### config.mk
export PLATFORM = sky130hd
export DESIGN_NAME = ovbq_ctrl
export DESIGN_NICKNAME = d
export VERILOG_FILES = /design/src/rtl/ovbq_pkg.sv /design/src/rtl/ovbq_ctrl.sv
export SDC_FILE = /design/constraint.sdc
export NUM_CORES = 1
export LEC_CHECK = 0
export ABC_CLOCK_PERIOD_IN_PS = 2200
export BUFFER_PORTS_ARGS = -buffer_cell sky130_fd_sc_hd__buf_2
export CORE_AREA = 2 2 39 41
export DETAILED_ROUTE_END_ITERATION = 7
export DIE_AREA = 0 0 41 43
export PLACE_DENSITY = 0.68
export SYNTH_ARGS = -nofsm -noshare
export SYNTH_HDL_FRONTEND = slang
export SYNTH_SLANG_ARGS = --single-unit
### constraint.sdc
create_clock -name i_clk -period 2.2 [get_ports i_clk]
set_input_delay 0.11 -clock i_clk [delete_from_list [all_inputs] [get_ports i_clk]]
set_output_delay 0.11 -clock i_clk [all_outputs]
set_load 0.01 [all_outputs]
### src/rtl/ovbq_pkg.sv
package ovbq_pkg;

    localparam int CAP_W  = 10;
    localparam int CNT_W  = 7;
    localparam int BYTE_W = 8;
    localparam int OP_W   = 3;

    // Operation codes carried in the request.
    localparam logic [OP_W-1:0] OP_PUSH       = 3'd0;
    localparam logic [OP_W-1:0] OP_POP        = 3'd1;
    localparam logic [OP_W-1:0] OP_PEEK_OLD   = 3'd2;
    localparam logic [OP_W-1:0] OP_PEEK_NEW   = 3'd3;
    localparam logic [OP_W-1:0] OP_DROP       = 3'd4;
    localparam logic [OP_W-1:0] OP_CLEAR      = 3'd5;

    // Register indexes, taken from paddr[2].
    localparam logic REG_CAPACITY = 1'b0;
    localparam logic REG_STRICT   = 1'b1;

    localparam logic [CAP_W-1:0] CAP_RESET = 10'd1023;

    typedef struct packed {
        logic [OP_W-1:0]   operation;
        logic [BYTE_W-1:0] push_byte;
        logic [CNT_W-1:0]  count;
    } t_request;

    typedef struct packed {
        logic [BYTE_W-1:0] read_byte;
        logic              byte_valid;
        logic              last;
        logic [CNT_W-1:0]  done_count;
        logic [CAP_W-1:0]  fill_after;
    } t_result;

    // Controller to datapath.
    typedef struct packed {
        logic accept;      // request taken this cycle
        logic single;      // request answers with one result and no bytes
        logic issue;       // read one byte from the ring this cycle
        logic issue_last;  // the byte read this cycle is the final one
    } t_cmd;

    // Datapath to controller.
    typedef struct packed {
        logic             multi;  // request is a read that emits bytes
        logic [CNT_W-1:0] len;    // number of bytes it emits
    } t_status;

endpackage

### src/rtl/ovbq_ctrl.sv
module ovbq_ctrl (
    input  logic             i_clk,
    input  logic             i_rst_n,
    input  logic             i_start,
    input  ovbq_pkg::t_status i_status,
    output logic             o_busy,
    output ovbq_pkg::t_cmd   o_cmd
);
    import ovbq_pkg::*;

    typedef enum logic [1:0] {
        S_IDLE = 2'b01,
        S_READ = 2'b10
    } t_state;

    t_state           r_state, n_state;
    logic [CNT_W-1:0] r_remain, n_remain;

    always_comb begin
        o_cmd            = '0;
        n_state          = r_state;
        n_remain         = r_remain;
        o_busy           = 1'b1;
        case (r_state)
            S_IDLE: begin
                o_busy       = 1'b0;
                o_cmd.accept = i_start;
                o_cmd.single = i_start & ~i_status.multi;
                if (i_start && i_status.multi) begin
                    n_state  = S_READ;
                    n_remain = i_status.len;
                end
            end
            S_READ: begin
                o_cmd.issue      = 1'b1;
                o_cmd.issue_last = (r_remain == CNT_W'(1));
                n_remain         = r_remain - CNT_W'(1);
                if (r_remain == CNT_W'(1)) begin
                    n_state = S_IDLE;
                end
            end
            default: begin
                n_state = S_IDLE;
            end
        endcase
    end

    always_ff @(posedge i_clk) begin
        if (!i_rst_n) begin
            r_state  <= S_IDLE;
            r_remain <= '0;
        end else begin
            r_state  <= n_state;
            r_remain <= n_remain;
        end
    end

`ifndef ASSERT_OFF
    a_remain_nonzero: assert property (@(posedge i_clk) disable iff (!i_rst_n)
        (r_state == S_READ) |-> (r_remain != '0))
        else $error("read phase entered with no bytes left");

    a_idle_after_last: assert property (@(posedge i_clk) disable iff (!i_rst_n)
        o_cmd.issue_last |=> !o_busy)
        else $error("controller stayed busy after the final byte");
`endif

endmodule

After elaboration in Yosys (flattened, before gate mapping). Cells that the tools add are included. Widths: inputs -> output; s select.

Add/sub/neg operators: 1. Multiply operators: 0. Divide/modulo/power cells: 0. Magnitude comparators: 0. Equality and inequality tests: 5. Shift-type cells: 0. Mux-type cells: 8. Bitwise operators: 2. Reduce and logical (&&, ||, !) cells: 4.

Operator list (number): $pmux 7 s2 (1); $mux 2 (4); $eq 7x1->1 const B (1); $mux 7 (1); $sub 7x1->7 const B (1); $ne 2x2->1 const B (2); $pmux 2 s2 (1); $reduce_and 2->1 (2); $eq 2x1->1 const B (1); $eq 2x2->1 const B (1); $reduce_bool 2->1 (1); $and 1x1->1 (1); $logic_and 1x1->1 (1); $mux 1 (1); $not 1->1 (1).

Register bits: 9. Bits in latches: 0. Bits in writable memories: 0. Memory bits (read-only): 0. Output and inout bits: 5. Memories: 0.

Depth between registers and ports, before layout.
Word-level depth: 3. Depth in mapped cells: 6. Mapped depth without buffers: 6.

Worst setup path before layout. No wires, ideal clock.

Path kind: register to register. From: reg r_remain[0]. To: reg r_remain[5]. Arrival: 1.498 ns. Data required time: 2.130 ns. Setup slack: 0.632 ns. Cell stages (with the launch flop): 5. Buffers on the path: 0. Path through: dfxtp_1 -> or3_1 -> or4_1 -> a211o_1 -> a21oi_1.

Word-level cells in the longest chain between the ends: 2.

RTL lines: from (decl) (RTL line ovbq_ctrl.sv:17) `logic [CNT_W-1:0] r_remain, n_remain;`; from (signal assigned) (RTL line ovbq_ctrl.sv:54) `r_remain <= n_remain;`; $sub 7x1->7 (RTL line ovbq_ctrl.sv:37) `n_remain = r_remain - CNT_W'(1);`; $pmux 7 s2 (RTL line ovbq_ctrl.sv:24) `case (r_state)`.

Every way passes these cells. A chain may end at the register's enable or synchronous reset.

Worst setup path after layout. Ends and elaborated chain as after synthesis.

==> reports/metrics.cfg <==
[clock_tree]
clkLatencyLatePin_ns=0.27
clkSinkCount=9
cts_buffers=3
post-cts-setup-buffers=0
cts-root-buf=clkbuf_4
cts_tree=yes
cts_resized=0
cts.reportedPaths.clkPinSlew_ns=0.06
clock_path_buffers=2
cts_max_level=1
ctsHoldBuffers=0

[setup_path]
cp.required_ns=2.40
crit_chain=or3_1, or4_1, a211o_1, a21oi_1
r2r_start=r_remain[0]
cp_slowest_cell=or4_1
crit_fanout=4
critical_path_buf_inv_count=0
crit_path_start=r_remain[0]
crit_family=simple AND/OR/NAND/NOR gates
start_kind=flip-flop
cp-end-kind=flip-flop
cp.arrival_ns=1.84
crit_path_max_incr_delay_ns=0.43
worstSetupPathType=flip-flop to flip-flop

[die]
core-area_um2=1380
row_count=14
start_util_pct=39.2
io_pins=16
die_h_um=43
die_width_um=41
die_area_um2=1760

[yosys]
synth_cell_types=32
synth_top_cell_by_area=dfxtp_1
synth.net_count=81
synth.avg_cell_area_um2=7.97
ys_seq_elements=9
yosys-top-cells-area=dfxtp_1 (33%), nand2_1 (6.2%), inv_1 (4.8%)
yosys_warnings=0
synthCells=68
ys_seq_area_share_pct=33.3
syn_area_um2=542
synth_top_area_share_pct=33.3

[finish]
utilization_pct=47.4
num-fill-cells=139
num_antenna_cells=0
stdcell_count=101
areaGrowthSynthToFinish_pct=21.0
drive_gt1_share_pct=22.4
nNetsFinal=99
fin_area_um2=656

[global_route]
grt_usage_pct=15.3
grt_pass1_vias=419
antenna_found_initial=0
grt_pass1_wl_um=1810
gr-total-overflow=0
grt_max_degree=12

[sta]
relSlewSlack_pct=67.1
max_freq_mhz=608
period_share_pct=74.8
maxSlewViolCount=0
fin_setup_tns_ns=0
setup_viol=0
finalWorstSetupSlack_ns=0.555
holdWs_ns=0.0907
hold_viol=0
rsz0062_at_grt=no
period_minus_slack_ns=1.64
worst_slew_pin_slew_ns=0.488
skew_ns=0.00372

[pwr]
internal_power_mw=0.276
p_per_area_nw_per_um2=587
leakagePower_nw=0.288
ir_drop_mv=0.225
finalPower_mw=0.385
clkPwrFrac_pct=34.4
switchingPower_mw=0.109
p_sw_share_pct=28.3
seqPwrFrac_pct=47.7
p_comb_share_pct=17.9

[drt]
drtIter0Drc=12
drc=0
highest_layer=met4
wl_met3_um=61
postRouteAntennaNets=0
wl_met2_um=507
drtPass1Iterations=4
vias_per_cell=5.41
met1Wirelength_um=583
vias=546
wl_per_cell_um=11.6
drt-total-wl_um=1170

[hold_path]
hold_path_class=input port to flip-flop
min_from=i_status[3]

[job]
cap_viol_max_count=0

[placement]
post-place-ws_ns=0.575
placed_area_um2=629
port_buffers=15
gp_congestion=0.750
dp_cells=97
hpwl_um=850

[outcome]
outcome=completed

==> power by group through the flow <==
stage / sequential, mW / clock (mW) / combinational [mW]
after floorplan: 0.183 / 0 / 0.0471
after global placement: 0.187 / 0 / 0.0685
after detailed placement: 0.187 / 0 / 0.0685
after CTS: 0.183 / 0.133 / 0.0690
after global routing: 0.185 / 0.141 / 0.0779
final: 0.184 / 0.132 / 0.0687
==> placed cells by master, fill, tap and decap left out, drive strengths merged, types with 2 or more instances in the layout <==
| master | n |
|---|---|
| clkbuf | 4 |
| nand3 | 4 |
| and3 | 2 |
| nand2 | 9 |
| dfxtp | 9 |
| o21ai | 4 |
| buf | 15 |
| inv | 7 |
| a21boi | 3 |
| ha | 2 |
| nor3b | 2 |
| nor3 | 2 |
| a31oi | 2 |
==> flip-flops by register name (all words and copies together) (netlist names) <==
name / cells
r_remain: 7
r_state: 2
==> worst paths after layout <==
check	end	slack [ns]	depth (start not counted)
worst min register to register	r_remain[5]	0.49	2
worst max-delay path	r_remain[5]	0.56	4
worst min-delay path	r_remain[3]	0.09	3
worst max register to register	r_remain[5]	0.56	4
==> metal layers <==
metal	vias up	track usage, %
met1	238	22.4
met5	-	0
met3	4	3.14
met4	0	10.0
met2	17	19.4
li1	287	-
==> worst reg2reg max path: cells and delay by family (launching register included) <==
family          cells  cell delay, ns
flops               1            0.33
simple gates        2            0.82
compound gates      2            0.43
==> cells by family (layout without fill, tap and decap cells) <==
family                     after synthesis  in the layout  synth area share (%)
DFF                                      9              9                  33.3
buffers and inverters                    9             26                  6.24
AOI/OAI and AO/OA                       18             18                  23.6
muxes                                    1              1                  2.08
xor gates and xnor gates                 1              1                  1.62
adders and majority gates                2              2                  4.62
and+or+nand+nor                         28             28                  28.6
==> layout make-up <==
type                    instances  area, µm²  share of cell area [%]
multi-input cells              50        328                    50.0
inverters                       7       26.3                    4.01
repair buffers                 15       75.1                    11.5
flip-flops and latches          9        180                    27.5
clock buffers                   4       26.3                    4.01
well taps                      16       20.0                    3.05
==> Yosys cell counts <==
| cell | instances |
|---|---|
| dfxtp_1 | 9 |
| nand2_1 | 9 |
| inv_1 | 7 |
| nand3_1 | 4 |
| o21ai_0 | 4 |
| a21boi_0 | 3 |
| a31oi_1 | 2 |
| and3_1 | 2 |
| clkbuf_1 | 2 |
| ha_1 | 2 |
| nor3_1 | 2 |
| nor3b_1 | 2 |
| a211o_1 | 1 |
| a21oi_1 | 1 |
| a222oi_1 | 1 |
| a22o_1 | 1 |
| a22oi_1 | 1 |
| a2bb2oi_1 | 1 |
| and4_1 | 1 |
| and4b_1 | 1 |
| mux2_2 | 1 |
| nand2b_1 | 1 |
| nand4b_1 | 1 |
| nor2_1 | 1 |
| nor2b_1 | 1 |
| nor4_1 | 1 |
| o211ai_1 | 1 |
| o21a_1 | 1 |
| o31a_1 | 1 |
| or3_1 | 1 |
| or4_1 | 1 |
| xor2_1 | 1 |
Power figures use the tool's default switching activity.
